<file path="src/rlud_pkg.sv">
// ----------------------------------------------------------------------------
// rlud_pkg: shared types and constants for the run-length unit decoder
// Holds the decoder state, the result record, status codes and register
// indexes.
// ----------------------------------------------------------------------------
package rlud_pkg;

  localparam int unsigned MaxOutputBytes = 268435456;

  localparam int unsigned ByteW   = 8;
  localparam int unsigned CountW  = 29;
  localparam int unsigned StartW  = 28;
  localparam int unsigned ValueW  = 32;
  localparam int unsigned RunW    = 8;
  localparam int unsigned StatusW = 3;

  // Configuration register indexes
  localparam logic CfgStrideMode = 1'b0;
  localparam logic CfgUnitCount  = 1'b1;

  // Decoder phase codes
  localparam logic PhMarker = 1'b0;
  localparam logic PhUnit   = 1'b1;

  typedef enum logic [StatusW-1:0] {
    StRunning     = 3'd0,
    StDoneOk      = 3'd1,
    StCountLarge  = 3'd2,
    StRunOverflow = 3'd3,
    StTruncated   = 3'd4,
    StMismatch    = 3'd5
  } status_e;

  typedef struct packed {
    logic              phase;
    logic [RunW-1:0]   units_left;
    logic              run_is_repeat;
    logic [1:0]        byte_in_unit;
    logic [23:0]       unit_bytes;
    logic [CountW-1:0] units_done;
    logic              discarding;
  } rlud_state_t;

  typedef struct packed {
    logic              unit_valid;
    logic [ValueW-1:0] unit_value;
    logic [RunW-1:0]   run_units;
    logic [StartW-1:0] start_unit;
    status_e           status;
  } rlud_result_t;

endpackage

</file>
<file path="src/rlud_step.sv">
// ----------------------------------------------------------------------------
// rlud_step: next-state and result logic for one packed byte
// Pure combinational step of the decoder: marker parsing, unit assembly,
// run accounting and error detection.
// ----------------------------------------------------------------------------
module rlud_step (
  input  rlud_pkg::rlud_state_t           state_i,
  input  logic [rlud_pkg::ByteW-1:0]      byte_i,
  input  logic                            last_i,
  input  logic                            stride_mode_i,
  input  logic [rlud_pkg::CountW-1:0]     unit_count_i,
  output rlud_pkg::rlud_state_t           state_o,
  output logic                            res_valid_o,
  output rlud_pkg::rlud_result_t          res_o
);

  localparam logic [rlud_pkg::CountW+1:0] MaxBytes =
    (rlud_pkg::CountW+2)'(rlud_pkg::MaxOutputBytes);

  logic [rlud_pkg::CountW+1:0] scaled_count;
  logic                        too_large;
  logic [8:0]                  run_len;
  logic [rlud_pkg::CountW-1:0] remaining;
  logic [rlud_pkg::ValueW-1:0] value;
  logic [rlud_pkg::RunW-1:0]   run;
  logic [rlud_pkg::CountW-1:0] done_new;
  logic [rlud_pkg::RunW-1:0]   left_new;
  logic                        fail_en;
  rlud_pkg::status_e           fail_code;

  assign scaled_count = stride_mode_i ? {unit_count_i, 2'b00} : {2'b00, unit_count_i};
  assign too_large    = scaled_count > MaxBytes;
  assign run_len      = byte_i[7] ? ({2'b00, byte_i[6:0]} + 9'd3) : ({1'b0, byte_i} + 9'd1);
  assign remaining    = unit_count_i - state_i.units_done;
  assign value        = {8'h00, state_i.unit_bytes} |
                        ({24'h000000, byte_i} << {state_i.byte_in_unit, 3'b000});
  assign run          = state_i.run_is_repeat ? state_i.units_left : 8'd1;
  assign done_new     = state_i.units_done + {{(rlud_pkg::CountW-rlud_pkg::RunW){1'b0}}, run};
  assign left_new     = state_i.run_is_repeat ? 8'd0 : (state_i.units_left - 8'd1);

  always_comb begin
    state_o     = state_i;
    res_valid_o = 1'b0;
    res_o       = '0;
    res_o.status = rlud_pkg::StRunning;
    fail_en     = 1'b0;
    fail_code   = rlud_pkg::StRunning;

    if (state_i.discarding) begin
      if (last_i) begin
        state_o = '0;
      end
    end else if (too_large) begin
      fail_en   = 1'b1;
      fail_code = rlud_pkg::StCountLarge;
    end else if (state_i.phase == rlud_pkg::PhMarker) begin
      if (state_i.units_done >= unit_count_i) begin
        fail_en   = 1'b1;
        fail_code = rlud_pkg::StMismatch;
      end else if ({20'd0, run_len} > remaining) begin
        fail_en   = 1'b1;
        fail_code = rlud_pkg::StRunOverflow;
      end else if (last_i) begin
        fail_en   = 1'b1;
        fail_code = rlud_pkg::StTruncated;
      end else begin
        // a literal run of 256 wraps to zero; the count-down still ends right
        state_o.units_left    = run_len[7:0];
        state_o.run_is_repeat = byte_i[7];
        state_o.byte_in_unit  = 2'd0;
        state_o.unit_bytes    = '0;
        state_o.phase         = rlud_pkg::PhUnit;
      end
    end else if (stride_mode_i && (state_i.byte_in_unit != 2'd3)) begin
      case (state_i.byte_in_unit)
        2'd0:    state_o.unit_bytes[7:0]   = state_i.unit_bytes[7:0]   | byte_i;
        2'd1:    state_o.unit_bytes[15:8]  = state_i.unit_bytes[15:8]  | byte_i;
        2'd2:    state_o.unit_bytes[23:16] = state_i.unit_bytes[23:16] | byte_i;
        default: state_o.unit_bytes        = state_i.unit_bytes;
      endcase
      state_o.byte_in_unit = state_i.byte_in_unit + 2'd1;
      if (last_i) begin
        fail_en   = 1'b1;
        fail_code = rlud_pkg::StTruncated;
      end
    end else begin
      res_valid_o      = 1'b1;
      res_o.unit_valid = 1'b1;
      res_o.unit_value = value;
      res_o.run_units  = run;
      res_o.start_unit = state_i.units_done[rlud_pkg::StartW-1:0];

      state_o.units_done   = done_new;
      state_o.units_left   = left_new;
      state_o.byte_in_unit = 2'd0;
      state_o.unit_bytes   = '0;
      if (left_new == 8'd0) begin
        state_o.phase = rlud_pkg::PhMarker;
      end

      if (last_i) begin
        if (left_new != 8'd0) begin
          res_o.status = rlud_pkg::StTruncated;
        end else if (done_new == unit_count_i) begin
          res_o.status = rlud_pkg::StDoneOk;
        end else begin
          res_o.status = rlud_pkg::StMismatch;
        end
        state_o = '0;
      end
    end

    // error: report without a unit, then drop the rest of the stream
    if (fail_en) begin
      state_o            = '0;
      state_o.discarding = ~last_i;
      res_valid_o        = 1'b1;
      res_o              = '0;
      res_o.status       = fail_code;
    end
  end

endmodule

</file>
<file path="src/run_length_unit_decoder.sv">
// ----------------------------------------------------------------------------
// run_length_unit_decoder: packed byte stream to run-length unit records
// Decodes repeat and literal runs of one- or four-byte units and reports
// each completed unit with its copy count, start index and stream status.
// ----------------------------------------------------------------------------
// Path: input request to result on the master side goes through the input
//   register, then the result register; the per-byte step is a single pass.
// Throughput: one packed byte per cycle unless the record side stalls.
// Reset: asynchronous, active low; clears registers to stride 0, count 0
//   and the decoder to awaiting a marker with no units done.
module run_length_unit_decoder (
  input  logic        clk_i,
  input  logic        rst_ni,
  // configuration writes
  input  logic        cfg_valid_i,
  output logic        cfg_ready_o,
  input  logic        cfg_index_i,
  input  logic [28:0] cfg_data_i,
  // packed byte stream
  input  logic        s_axis_tvalid_i,
  output logic        s_axis_tready_o,
  input  logic [7:0]  s_axis_tdata_i,   // [7:0] packed_byte
  input  logic        s_axis_tlast_i,   // last_byte
  // decoded unit records
  output logic        m_axis_tvalid_o,
  input  logic        m_axis_tready_i,
  output logic [71:0] m_axis_tdata_o,   // [31:0] unit_value, [39:32] run_units,
                                        // [67:40] start_unit, [71:68] zero
  output logic [3:0]  m_axis_tuser_o    // [0] unit_valid, [3:1] status
);

  logic                            stride_mode_q;
  logic [rlud_pkg::CountW-1:0]     unit_count_q;

  logic                            in_vld_q, in_vld_d;
  logic [rlud_pkg::ByteW-1:0]      in_byte_q;
  logic                            in_last_q;

  rlud_pkg::rlud_state_t           state_q, state_d;
  logic                            res_valid;
  rlud_pkg::rlud_result_t          res;

  logic                            out_vld_q, out_vld_d;
  rlud_pkg::rlud_result_t          out_q;

  logic                            proc_go;
  logic                            in_take;

  assign cfg_ready_o = 1'b1;

  always_ff @(posedge clk_i or negedge rst_ni) begin
    if (!rst_ni) begin
      stride_mode_q <= 1'b0;
      unit_count_q  <= '0;
    end else if (cfg_valid_i) begin
      case (cfg_index_i)
        rlud_pkg::CfgStrideMode: stride_mode_q <= cfg_data_i[0];
        rlud_pkg::CfgUnitCount:  unit_count_q  <= cfg_data_i;
        default:                 stride_mode_q <= stride_mode_q;
      endcase
    end
  end

  // step fires when a byte is held and the result slot is free or draining
  assign proc_go         = in_vld_q && (!out_vld_q || m_axis_tready_i);
  assign s_axis_tready_o = !in_vld_q || proc_go;
  assign in_take         = s_axis_tvalid_i && s_axis_tready_o;
  assign in_vld_d        = s_axis_tready_o ? s_axis_tvalid_i : in_vld_q;

  always_ff @(posedge clk_i or negedge rst_ni) begin
    if (!rst_ni) begin
      in_vld_q <= 1'b0;
    end else begin
      in_vld_q <= in_vld_d;
    end
  end

  always_ff @(posedge clk_i) begin
    if (in_take) begin
      in_byte_q <= s_axis_tdata_i;
      in_last_q <= s_axis_tlast_i;
    end
  end

  rlud_step u_step (
    .state_i       (state_q),
    .byte_i        (in_byte_q),
    .last_i        (in_last_q),
    .stride_mode_i (stride_mode_q),
    .unit_count_i  (unit_count_q),
    .state_o       (state_d),
    .res_valid_o   (res_valid),
    .res_o         (res)
  );

  always_ff @(posedge clk_i or negedge rst_ni) begin
    if (!rst_ni) begin
      state_q <= '0;
    end else if (proc_go) begin
      state_q <= state_d;
    end
  end

  always_comb begin
    out_vld_d = out_vld_q;
    if (proc_go && res_valid) begin
      out_vld_d = 1'b1;
    end else if (m_axis_tready_i) begin
      out_vld_d = 1'b0;
    end
  end

  always_ff @(posedge clk_i or negedge rst_ni) begin
    if (!rst_ni) begin
      out_vld_q <= 1'b0;
    end else begin
      out_vld_q <= out_vld_d;
    end
  end

  always_ff @(posedge clk_i) begin
    if (proc_go && res_valid) begin
      out_q <= res;
    end
  end

  assign m_axis_tvalid_o = out_vld_q;
  assign m_axis_tdata_o  = {4'h0, out_q.start_unit, out_q.run_units, out_q.unit_value};
  assign m_axis_tuser_o  = {3'(out_q.status), out_q.unit_valid};

  // a record with no unit exists only to carry a nonzero status
  assert property (@(posedge clk_i) disable iff (!rst_ni)
    (out_vld_q && !out_q.unit_valid) |-> (out_q.status != rlud_pkg::StRunning))
    else $error("unit-less record with running status");

  // unit-less records carry zeroed payload fields
  assert property (@(posedge clk_i) disable iff (!rst_ni)
    (out_vld_q && !out_q.unit_valid) |->
      (out_q.unit_value == '0 && out_q.run_units == '0 && out_q.start_unit == '0))
    else $error("unit-less record with nonzero payload");

  // every emitted unit has a copy count
  assert property (@(posedge clk_i) disable iff (!rst_ni)
    (out_vld_q && out_q.unit_valid) |-> (out_q.run_units != '0))
    else $error("unit emitted with zero run length");

  // bytes dropped after an error never produce a record
  assert property (@(posedge clk_i) disable iff (!rst_ni)
    (proc_go && state_q.discarding) |-> !res_valid)
    else $error("record produced while discarding");

endmodule

</file>
<file path="config.mk">
export PLATFORM = sky130hd
export DESIGN_NAME = run_length_unit_decoder
export DESIGN_NICKNAME = d
export VERILOG_FILES = /design/src/rlud_pkg.sv /design/src/rlud_step.sv /design/src/run_length_unit_decoder.sv
export SDC_FILE = /design/constraint.sdc
export NUM_CORES = 1
export LEC_CHECK = 0
export BUFFER_PORTS_ARGS = -buffer_cell sky130_fd_sc_hd__buf_2
export CAP_MARGIN = 20
export CORE_MARGIN = 1
export CORE_UTILIZATION = 48
export DETAILED_ROUTE_END_ITERATION = 10
export HOLD_SLACK_MARGIN = 0.06
export PLACE_DENSITY_LB_ADDON = 0.12
export SLEW_MARGIN = 20
export SYNTH_ARGS = -nofsm -noshare
export SYNTH_HDL_FRONTEND = slang
export SYNTH_SLANG_ARGS = --single-unit
</file>
<file path="constraint.sdc">
create_clock -name clk_i -period 14.28 [get_ports clk_i]
set_clock_uncertainty 0.2 [all_clocks]
set_input_delay 0.714 -clock clk_i [delete_from_list [all_inputs] [get_ports clk_i]]
set_output_delay 0.714 -clock clk_i [all_outputs]
set_load 0.05 [all_outputs]
</file>
## After elaboration in Yosys (flattened, before gate mapping)

Cells that the tools add are included.

| word-level totals | value |
|---|---|
| register bits | 179 |
| latch bits | 0 |
| memory bits (writable) | 0 |
| ROM bits | 0 |
| input port bits | 44 |
| output and inout port bits | 79 |
| logic and storage cells | 127 |
| memories kept | 0 |

| cells by class | value |
|---|---|
| add/subtract/negate cells | 6 |
| $mul | 0 |
| div/mod/pow operators | 0 |
| magnitude comparators | 3 |
| equal/unequal tests | 15 |
| shifts and indexed selects | 1 |
| mux-type cells | 50 |
| bitwise operators | 7 |
| reductions and logical operators | 25 |

Operators by type and width:

| cell | count |
|---|---|
| $mux 66 | 5 |
| $mux 36 | 4 |
| $mux 72 | 1 |
| $mux 30 | 2 |
| $mux 3 | 14 |
| $mux 8 | 5 |
| $or 24x32->32 | 1 |
| $shl 8x5->32 | 1 |
| $gt 31x29->1 const B | 1 |
| $mux 31 | 1 |
| $add 29x8->29 | 1 |
| $eq 29x29->1 | 1 |
| $ge 29x29->1 | 1 |
| $gt 9x29->1 | 1 |
| $sub 29x29->29 | 1 |
| $reduce_and 7->1 | 4 |
| $mux 26 | 1 |
| $or 8x8->8 | 3 |
| $mux 1 | 15 |
| $ne 5x4->1 const B | 3 |
| $ne 4x3->1 const B | 3 |
| $mux 10 | 1 |
| $add 8x1->9 const B | 1 |
| $mux 9 | 1 |
| 26 further kinds | 35 |

## Depth between registers and ports, before layout

Gate-level depths: netlist of run 1.

| depth | value |
|---|---|
| depth in word-level cells | 11 |
| gate-level depth with buffers | 21 |
| gate-level depth less buffers | 20 |

## Hierarchy

A second synthesis of run 1 with hierarchy kept.

| unflattened totals | value |
|---|---|
| cells, all modules | 1337 |
| area, all modules | 12544.5 µm² |

Modules (own cells, without submodules):

| module | times used | cells an instance | area each (µm²) | sequential area each (µm²) |
|---|---|---|---|---|
| run_length_unit_decoder | 1 | 303 | 6309.8 | 4884.7 |
| rlud_step | 1 | 1034 | 6234.7 | 0.0 |

## Least setup slack after synthesis of run 1

Ideal clock, no wire load.

| timing path | value |
|---|---|
| kind | register to register |
| start | reg state_q[2] in the netlist's numbering |
| end | reg out_q, in the netlist m_axis_tdata_o[0] (enable) |
| library setup time | 591 ps |
| arrival time | 8498 ps |
| data required time | 13489 ps |
| setup slack | 4991 ps |
| cell stages (with the launch flop) | 21 |
| path buffers | 0 |
| period minus slack after synthesis | 9289 ps |
| cell sequence | dfrtp_1 inv_1 ha_1 nor2b_1 o21bai_1 nand2_1 a21o_1 a21oi_1 xor2_1 ha_1 nand4_1 nor2_1 a21oi_1 o2111ai_1 nor4_2 o2111ai_1 a2111oi_4 nand4b_4 nand2_1 a21oi_1 nor3_1 |

| between the ends | value |
|---|---|
| longest elaborated chain between the ends | 9 |
| elaborated cells between the ends (all ways) | 10 |
| classes of those cells | 1 x add/sub; 2 x order compare; 6 x mux; 1 x reduce/logical |

RTL lines:

| item | line | text |
|---|---|---|
| from (decl) | run_length_unit_decoder.sv:39 | `rlud_pkg::rlud_state_t state_q, state_d;` |
| from (signal assigned) | run_length_unit_decoder.sv:100 | `state_q <= state_d;` |
| $sub 29x29->29 | rlud_step.sv:34 | `assign remaining = unit_count_i - state_i.units_done;` |
| $gt 9x29->1 | rlud_step.sv:60 | `end else if ({20'd0, run_len} > remaining) begin` |
| $mux 1 | rlud_step.sv:60 |  |
| $mux 1 * | rlud_step.sv:57 | `if (state_i.units_done >= unit_count_i) begin` |
| $mux 1 * | rlud_step.sv:56 | `end else if (state_i.phase == rlud_pkg::PhMarker) begin` |
| $mux 1 * | rlud_step.sv:53 | `end else if (too_large) begin` |
| $mux 1 * | rlud_step.sv:49 | `if (state_i.discarding) begin` |
| $mux 1 * | rlud_step.sv:114 | `if (fail_en) begin` |
| $logic_and 1x1->1 * | run_length_unit_decoder.sv:122 | `if (proc_go && res_valid) begin` |
| to (signal assigned) | run_length_unit_decoder.sv:123 | `out_q <= res;` |
| to (decl) | run_length_unit_decoder.sv:44 | `rlud_pkg::rlud_result_t out_q;` |

Mark *: on every way between the ends. The rest lies on a longest branch, timed or not.
A chain may end at the register's enable or synchronous reset.

## Worst setup path in the final report of run 1

| timing path | value |
|---|---|
| start | reg state_q[2] in the netlist's numbering |
| end | reg out_q, in the netlist m_axis_tdata_o[48] (enable) |

The elaborated chain is that of the path after synthesis.

==> reports/summary.txt, run 1 <==
FF-to-FF End: m_axis_tdata_o[48]
CP arrival: 5.62 ns
Slowest CP cell: buf_4
Worst-Skew Late Latency: 0.45 ns
Post-cts resize count: 0
Cells after Synth: 1155
RSZ-0062 raised after global routing: false
Maxcap violations: 0
Reg2reg start: state_q[2]
Final setup viols: 0
Hold-fix buffers at CTS: 0
Setup crit start kind: flop
CP max stage delay: 0.72 ns
Number of flops mapped to enable cells by yosys: 81
Synth Flop Type: dfrtp_1
First-pass GRT wire length: 50.6 mm
Fin. Hold Viols: 0
Rows: 54
Leakage: 4.94 nW
Tcrit/Tclk final: 40.4%
Routed len/inst: 20.8 um
IO buf count: 117
Vias in the first global route: 8830
Max VDD drop: 0.0836 mV
Layout cells sized above 1: 17.1%
GPL Wtd Cong: 0.965
PwrDens: 155 mW/mm^2
DR vias: 9292
Initial antenna violation count: 0
DR pass1 iterations: 7
Worst-path clk slew: 0.08 ns
Run status: finished, final reports clean
Fraction of registers with async set/reset: 54.7%
Mean Syn Cell Area: 9.49 um^2
Core ar.: 0.0221 mm^2
Crit path max fanout: 72
Max-slew headroom: 25.2%
Final count of pins violating max slew: 0
Largest net degree at the start of global routing: 73
Worst Max-Slew Pin Slew: 1.12 ns
Clock Sinks: 179
Antenna-violating nets left: 0
Reg2reg path depth: 21
CTS tree: built
Library cells used by synthesis: 84
Final min period: 5.76 ns
Crit path kind: reg -> reg
Detailed Route WL: 32.1 mm
DIE WIDTH: 153 um
Initial Util: 49.6%
Post-route DRC: 0
Io pins: 123
Die area: 0.0234 mm^2
Max H-tree Level: 4
Setup crit end kind: flop
CTS max path bufs: 2
CTS Buf Count: 17
Hold WC Path Type: in -> async
Global Route Usage Sum: 28.1%
Fmax: 0.174 GHz
Root buffer cell: clkbuf_16
Via/cell ratio: 6.03
Syn-to-layout area delta: 12.7%
Worst reg-to-reg setup slack: 8.52 ns
Post-CTS Setup Bufs: 0
HPWL after detailed placement: 24.1 mm
Yosys Warn Count: 0
Total grt overflow: 0
Crit path cell chain: inv_1, ha_1, nor2b_1, o21bai_1, nand2_1, a21o_1, a21oi_1, xor2_1, ha_1, nand4_1, nor2_1, a21oi_1, o2111ai_1, nor4_2, o2111ai_1, a2111oi_4, nand4b_4, nand2_1, a21oi_1, nor3_2, buf_4
Antenna diodes: 0
Total power: 0.00192 W
Required @ worst endpoint: 14.14 ns
Synthesized area: 0.0110 mm^2
Post-route setup TNS: 0 ns
Die Y: 153 um
#FFs+latches synth: 179
Cell repeated most along the worst path: a21oi_1
Nets: 1346
DRT iter0 DRCs: 913
Seq/Total Area, Yosys: 44.6%
==> state kept, by name, summed over array words and instances (netlist names) <==
signal and cells:
in_last_q 1, in_vld_q 1, stride_mode_q 1, m_axis_tuser_o 4, state_q 66, unit_count_q 29
m_axis_tdata_o 68, m_axis_tvalid_o 1, in_byte_q 8
==> worst max-delay path: cells and delay by family, from the launching register on <==
kind / cells / cell delay (ns)
AOI/OAI and AO/OA: 8 / 1.81
adders and majority gates: 2 / 0.58
and+or+nand+nor: 8 / 1.28
DFF: 1 / 0.40
buffers and inverters: 2 / 0.84
xor gates and xnor gates: 1 / 0.17
==> per-layer routing <==
metal,global-route usage [%],vias to the layer above,part of all wire [%]
met2,44.4,363,46
met1,39.9,4468,45
met4,8.90,0,2.2
li1,-,4409,-
met5,0,-,0
met3,4.05,52,6.4
==> power breakdown <==
group	internal, W	switching (W)
clock	0.000235	0.000234
combinational	0.000217	0.000505
sequential	0.000651	0.0000791
==> synth_stat cells, drive strengths merged, types with 8 or more instances <==
library cell / instances / area (um^2)
and3: 11 / 68.8
ha: 52 / 651
o31ai: 8 / 60.1
and2: 21 / 131
nand2: 81 / 307
inv: 49 / 184
mux2: 31 / 349
a31oi: 18 / 113
a21oi: 114 / 574
o22ai: 11 / 68.8
clkbuf: 41 / 154
a21o: 14 / 106
dfrtp: 98 / 2450
nor3: 28 / 145
nand3: 24 / 120
xor2: 23 / 201
xnor2: 43 / 377
edfxtp: 81 / 2430
nor4: 20 / 131
a211oi: 9 / 67.6
or3: 15 / 95.1
o21a: 19 / 143
nand2b: 10 / 62.6
o21ai: 50 / 254
nand4: 22 / 138
buf: 16 / 93.8
nor2: 136 / 510
==> final cells by class <==
| class | count | area [um^2] |
|---|---|---|
| clock buffers | 18 | 429 |
| flip-flops and latches | 179 | 4880 |
| multi-input cells | 873 | 5670 |
| clock inverters | 14 | 166 |
| inverters | 50 | 188 |
| repair buffers | 127 | 663 |
| well taps | 280 | 350 |
| fillers | 2034 | 9740 |
==> worst max path at each step <==
stage	startpoint	end	slack [ns]	cells after the start
after floorplan	state_q[2]	m_axis_tdata_o[0]	4.99	20
after CTS	state_q[2]	m_axis_tdata_o[33]	8.53	21
after global routing	state_q[2]	m_axis_tdata_o[48]	8.07	21
final	state_q[2]	m_axis_tdata_o[48]	8.52	21
after global placement	state_q[2]	m_axis_tdata_o[53]	8.80	21
after detailed placement	state_q[2]	m_axis_tdata_o[46]	8.56	21
==> cells in the final DEF, fill, tap and decap left out, drive strengths merged, types with 31 or more instances in the layout <==
cell type / Yosys / layout
ha: 52 / 52
edfxtp: 81 / 81
nand2: 81 / 81
nor2: 136 / 136
xnor2: 43 / 43
o21ai: 50 / 50
buf: 16 / 127
dfrtp: 98 / 98
mux2: 31 / 31
a21oi: 114 / 114
inv: 49 / 53
==> per-stage QoR <==
step	worst slack [ns]	util, %	instance area [um^2]	std cells	hold WS (ns)
finish	8.52	55.9	12400	1541	0.0803
global route	8.07	55.9	12400	1541	0.123
CTS	8.53	55.9	12400	1541	0.112
detailed placement	8.56	53.2	11800	1509	0.284
global placement	8.80	53.2	11800	1509	0.276
floorplan	4.99	-	11000	1159	0.218
==> cell families after synthesis <==
logic type | after synthesis | share of synthesized area, %
and+or+nand+nor | 406 | 18.4
DFF | 179 | 44.6
other | 2 | 0.0685
xor gates and xnor gates | 66 | 5.27
buffers and inverters | 107 | 3.97
AOI/OAI and AO/OA | 305 | 17.8
adders and majority gates | 54 | 6.30
muxes | 36 | 3.64
Power figures use the tool's default switching activity.
==> run 2: changes to the inputs <==
- clock period: 14.28 -> 4.75 ns (I/O delays scaled with it)
==> run 2 against run 1 <==
  * Cell count grew 7.2%
  * Worst hold slack improved by 0.15 ns
  * Critical endpoint is now m_axis_tdata_o[2]
  * Maximum frequency rose by 22%
  * Core utilization is 5.5 points higher
  * Wire length rose by 8.1%
==> reports/summary.txt, run 2 (same netlist as run 1, synthesis figures left out) <==
Fin. Hold Viols: 0 (unchanged)
Final WS setup: 0.0421 ns (-8.48 ns)
Largest net degree at the start of global routing: 61 (-16%)
First-pass GRT wire length: 52.9 mm (+4.5%)
CTS Buf Count: 17 (unchanged)
Maxcap violations: 0 (unchanged)
IO buf count: 117 (unchanged)
Via/cell ratio: 5.97 (-0.93%)
Max-slew headroom: 40.9% (+16 points)
DRT iter0 DRCs: 912 (-0.11%)
Worst Max-Slew Pin Slew: 0.878 ns (-0.239 ns)
DR vias: 9869 (+6.2%)
Leakage: 5.50 nW (+11%)
Slowest CP cell: dfrtp_1
Most frequent cells in the layout: nor2_1 (136), buf_2 (116), a21oi_1 (108)
CP top delay family: simple AND/OR/NAND/NOR gates
Post-route setup TNS: 0 ns (unchanged)
DIE WIDTH: 153 um (unchanged)
Tcrit/Tclk final: 99.1% (+59 points)
Fmax: 0.212 GHz (+22%)
Cell repeated most along the worst path: o2111ai_2
Final count of pins violating max slew: 0 (unchanged)
GPL Wtd Cong: 1.01 (+5.2%)
Antenna diodes: 0 (unchanged)
Hold WC Path Type: in -> async
Root buffer cell: clkbuf_16
Initial Util: 49.6% (unchanged)
Clock Sinks: 179 (unchanged)
Worst-Skew Late Latency: 0.44 ns (about the same)
Nets: 1457 (+8.2%)
Io pins: 123 (unchanged)
Antenna-violating nets left: 0 (unchanged)
CTS max path bufs: 2 (unchanged)
Commonest non-fill, non-tap cell in the layout: nor2_1
Rows: 54 (unchanged)
Syn-to-layout area delta: 23.7%
Setup crit start kind: flop
Layout cells sized above 1: 22.6% (+5.5 points)
Max H-tree Level: 4 (unchanged)
DR pass1 iterations: 6 (-1)
RSZ-0062 raised after global routing: true
Max reg flops: 68 (unchanged)
Pre-CTS WS: 0.0698 ns (-8.49 ns)
Global Route Usage Sum: 29.6% (+1.4 points)
Total grt overflow: 0 (unchanged)
Crit path kind: reg -> reg
Die Y: 153 um (unchanged)
PwrDens: 451 mW/mm^2 (+190%)
CP max stage delay: 0.41 ns (-0.31 ns)
Core ar.: 0.0221 mm^2 (unchanged)
Max VDD drop: 0.308 mV (+270%)
CP arrival: 4.67 ns (-0.95 ns)
Required @ worst endpoint: 4.71 ns (-9.43 ns)
Post-route DRC: 0 (unchanged)
Crit path max fanout: 6 (-92%)
Crit path cell chain: ha_2, fa_2, nand2b_4, a21o_4, nand3_4, nand2_2, xor2_1, ha_1, nand4_1, nor2_1, a21oi_2, o2111ai_2, nor4_2, o2111ai_2, a2111oi_4, nand4b_4, nand2_4, a21oi_4, nor3_4, buf_6, clkbuf_16
Setup crit end kind: flop
Vias in the first global route: 9427 (+6.8%)
Worst-path clk slew: 0.08 ns (about the same)
Run status: finished, final reports clean
Filler cell count: 1917 (-5.8%)
Final setup viols: 0 (unchanged)
Detailed Route WL: 34.7 mm (+8.1%)
CTS tree: built
Hold Slack: 0.227 ns (+0.146 ns)
Initial antenna violation count: 0 (unchanged)
HPWL after detailed placement: 25.4 mm (+5.6%)
Die area: 0.0234 mm^2 (unchanged)
Final min period: 4.71 ns (-1.05 ns)
Crit path buf inv count: 2 (unchanged)
Routed len/inst: 21.0 um (+0.84%)
==> run 2: metal layers <==
metal,vias to the layer above,wire length (um),GRT usage [%]
li1,4632,-,-
met5,-,0,0
met2,420,15600,45.9
met1,4765,15900,42.5
met4,0,823,9.04
met3,52,2330,4.56
==> run 2: worst paths after layout <==
check | cells after the start | startpoint | end | slack [ns]
worst min register to register | 2 | state_q[53] | state_q[53] | 0.30
worst max register to register | 21 | state_q[1] | m_axis_tdata_o[2] | 0.04
worst min-delay path | 2 | rst_ni | state_q[44] | 0.23
max in group asynchronous | 3 | rst_ni | unit_count_q[1] | 2.98
min in group clk_i | 2 | state_q[53] | state_q[53] | 0.30
worst max-delay path | 21 | state_q[1] | m_axis_tdata_o[2] | 0.04
==> run 2: area by class of cell <==
class / instances / area, um^2 / area share, %
clock inverters: 14 / 158 / 1.16
clock buffers: 18 / 429 / 3.17
well taps: 280 / 350 / 2.58
multi-input cells: 873 / 5810 / 42.9
repair buffers: 238 / 1730 / 12.8
flip-flops and latches: 179 / 4890 / 36.1
inverters: 50 / 188 / 1.38
==> run 2: report_power, final <==
part           internal [W]  switching, W
clock network      0.000709      0.000709
logic              0.000876       0.00164
registers           0.00195      0.000231
==> run 2: per-stage QoR <==
step	util (%)	instance area [um^2]	power (W)	cells
after floorplan	-	11100	0.00382	1159
after global placement	55.3	12200	0.00449	1558
after detailed placement	55.3	12200	0.00449	1558
after CTS	60.0	13300	0.00594	1634
after global routing	61.4	13600	0.00640	1652
final	61.4	13600	0.00612	1652
==> run 2: repair_timing <==
action                     CTS  global route
gates resized for setup      0            27
setup endpoints to repair    0           110
hold buffers                44             0
buffers inserted             0            12
hold endpoints to repair   100             0
==> run 3: changes to the inputs <==
- PLACE_DENSITY: default -> 0.81
- PLACE_DENSITY_LB_ADDON: 0.12 -> default
==> run 3 against run 2 <==
  * Die area is the same
  * Sequential share of layout area is essentially flat
  * Largest cell class unchanged
  * Count of clock-buffer cells in the layout shrank 1
  * Worst hold slack lost 0.0073 ns
  * Cell count is essentially flat
  * Largest power group unchanged
  * Clock power grew 5%
==> reports/summary.txt, run 3 (same netlist as run 1, synthesis figures left out) <==
Hold WC Path Type: in -> async
Largest net degree at the start of global routing: 63 (+3.3%)
Layout cells sized above 1: 22.3% (-0.26 points)
Routed len/inst: 20.7 um (-1.3%)
Fin. Hold Viols: 0 (unchanged)
Max VDD drop: 0.242 mV (-21%)
Nets: 1455 (-0.14%)
Hold Slack: 0.219 ns (-0.00726 ns)
Crit path max fanout: 12 (+6)
Post-route DRC: 0 (unchanged)
First-pass GRT wire length: 52.2 mm (-1.3%)
Core ar.: 0.0221 mm^2 (unchanged)
Setup crit start kind: flop
Initial Util: 49.6% (unchanged)
Non-filler instance count after layout: 1651 (-0.061%)
Fmax: 0.213 GHz (+0.42%)
Final count of pins violating max slew: 0 (unchanged)
Maxcap violations: 0 (unchanged)
Tcrit/Tclk final: 98.7% (-0.41 points)
Clock Sinks: 179 (unchanged)
Via/cell ratio: 6.12 (+2.4%)
Syn-to-layout area delta: 23.8% (about the same)
Dpl cells: 1556 (-0.13%)
HPWL after detailed placement: 24.6 mm (-3.2%)
Max H-tree Level: 4 (unchanged)
Required @ worst endpoint: 4.72 ns (about the same)
Root buffer cell: clkbuf_16
Die Y: 153 um (unchanged)
DR WL met3: 2.48 mm (+6.5%)
Antenna-violating nets left: 0 (unchanged)
IO buf count: 117 (unchanged)
Wl on met1: 14.2 mm (-10%)
Final WS setup: 0.0618 ns (+0.0197 ns)
Worst Max-Slew Pin Slew: 0.905 ns (+0.0266 ns)
Worst-Skew Late Latency: 0.46 ns (+0.02 ns)
Commonest non-fill, non-tap cell in the layout: nor2_1
DIE WIDTH: 153 um (unchanged)
Final setup viols: 0 (unchanged)
Worst-path clk slew: 0.09 ns (about the same)
Die area: 0.0234 mm^2 (unchanged)
Setup crit end kind: flop
Max reg flops: 68 (unchanged)
DR top layer: met4
Vias in the first global route: 9511 (+0.89%)
Area of the multi-input gates: 0.00581 mm^2 (about the same)
Leakage: 5.51 nW (+0.13%)
DRT iter0 DRCs: 1004 (+10%)
GPL Wtd Cong: 0.972 (-4.2%)
CTS max path bufs: 2 (unchanged)
WL met2: 16.1 mm (+2.9%)
Initial antenna violation count: 1 (+1)
Most frequent cells in the layout: nor2_1 (136), buf_2 (116), a21oi_1 (109)
PwrDens: 454 mW/mm^2 (+0.55%)
Detailed Route WL: 34.2 mm (-1.3%)
Final min period: 4.69 ns (-0.0197 ns)
Filler cell count: 1757 (-8.3%)
CP arrival: 4.66 ns (about the same)
Run status: finished, final reports clean
Max-slew headroom: 39.0% (-1.9 points)
Global Route Usage Sum: 28.9% (-0.72 points)
Rows: 54 (unchanged)
Total power: 0.00615 W (+0.59%)
RSZ-0062 raised after global routing: true
Pre-CTS WS: 0.0785 ns (+0.00868 ns)
DR pass1 iterations: 5 (-1)
Crit path kind: reg -> reg
Total grt overflow: 0 (unchanged)
FF+latch area: 0.00489 mm^2 (about the same)
CTS tree: built
CTS Buf Count: 17 (unchanged)
Io pins: 123 (unchanged)
DR vias: 10096 (+2.3%)
## run 3: path summary, 6_finish.rpt
check,startpoint,end,slack (ns),cells past startpoint
worst min register to register,state_q[32],state_q[32],0.30,2
min in group clk_i,cfg_index_i,unit_count_q[10],0.28,4
worst min-delay path,rst_ni,state_q[26],0.22,2
worst max register to register,state_q[1],m_axis_tuser_o[2],0.06,21
worst max-delay path,state_q[1],m_axis_tuser_o[2],0.06,21
max in group asynchronous,rst_ni,state_q[61],3.12,3
## run 3: metrics by stage
step | TNS (ns) | util [%] | instance area [um^2]
detailed placement | 0 | 55.3 | 12200
global route | -6.20 | 61.4 | 13600
CTS | 0 | 60.1 | 13300
finish | 0 | 61.4 | 13600
floorplan | -64.79 | - | 11100
global placement | 0 | 55.3 | 12200
## run 3: cell type report
class                           instances  area share, %
Timing Repair Buffer                  236           12.6
Inverter                               50           1.40
Multi-Input combinational cell        873           42.8
Tap cell                              280           2.58
Clock buffer                           17           3.14
Antenna cell                            1         0.0184
Sequential cell                       179           36.0
Clock inverter                         15           1.43
## run 3: worst max-delay path: stages, from the launching register on
cell and delay, ns:
dfrtp_1 0.42, ha_2 0.22, fa_2 0.35, nand2b_4 0.17, a21o_1 0.20, nand3_2 0.10, nand2_2 0.06, xor2_1 0.14
ha_1 0.31, nand4_1 0.09, nor2_1 0.04, a21oi_1 0.17, o2111ai_1 0.14, nor4_2 0.18, o2111ai_2 0.19, a2111oi_4 0.39
nand4b_4 0.24, nand2_4 0.13, a21oi_4 0.07, nor3_4 0.20, buf_12 0.18, clkbuf_16 0.18
## run 3: what timing repair did
| item | CTS | global route |
|---|---|---|
| setup buffers | 0 | 14 |
| hold endpoints to repair | 102 | 0 |
| resized for setup | 0 | 21 |
| pin swaps | 1 | 10 |
| hold buffers | 44 | 0 |
| endpoints found under the setup margin | 6 | 79 |
| cloned | 0 | 4 |
## run 3: report_power, final
group / leakage [nW] / internal, W / total, W / switching [W]
logic: 3.16 / 0.000850 / 0.00249 / 0.00164
clock network: 0.301 / 0.000730 / 0.00149 / 0.000756
registers: 2.05 / 0.00195 / 0.00218 / 0.000224
## run 3: per-layer routing
layer  vias to the layer above  GRT usage, %
li1                       4618             -
met1                      4878          37.6
met2                       506          47.3
met3                        94          4.71
met4                         0          12.9
met5                         -             0
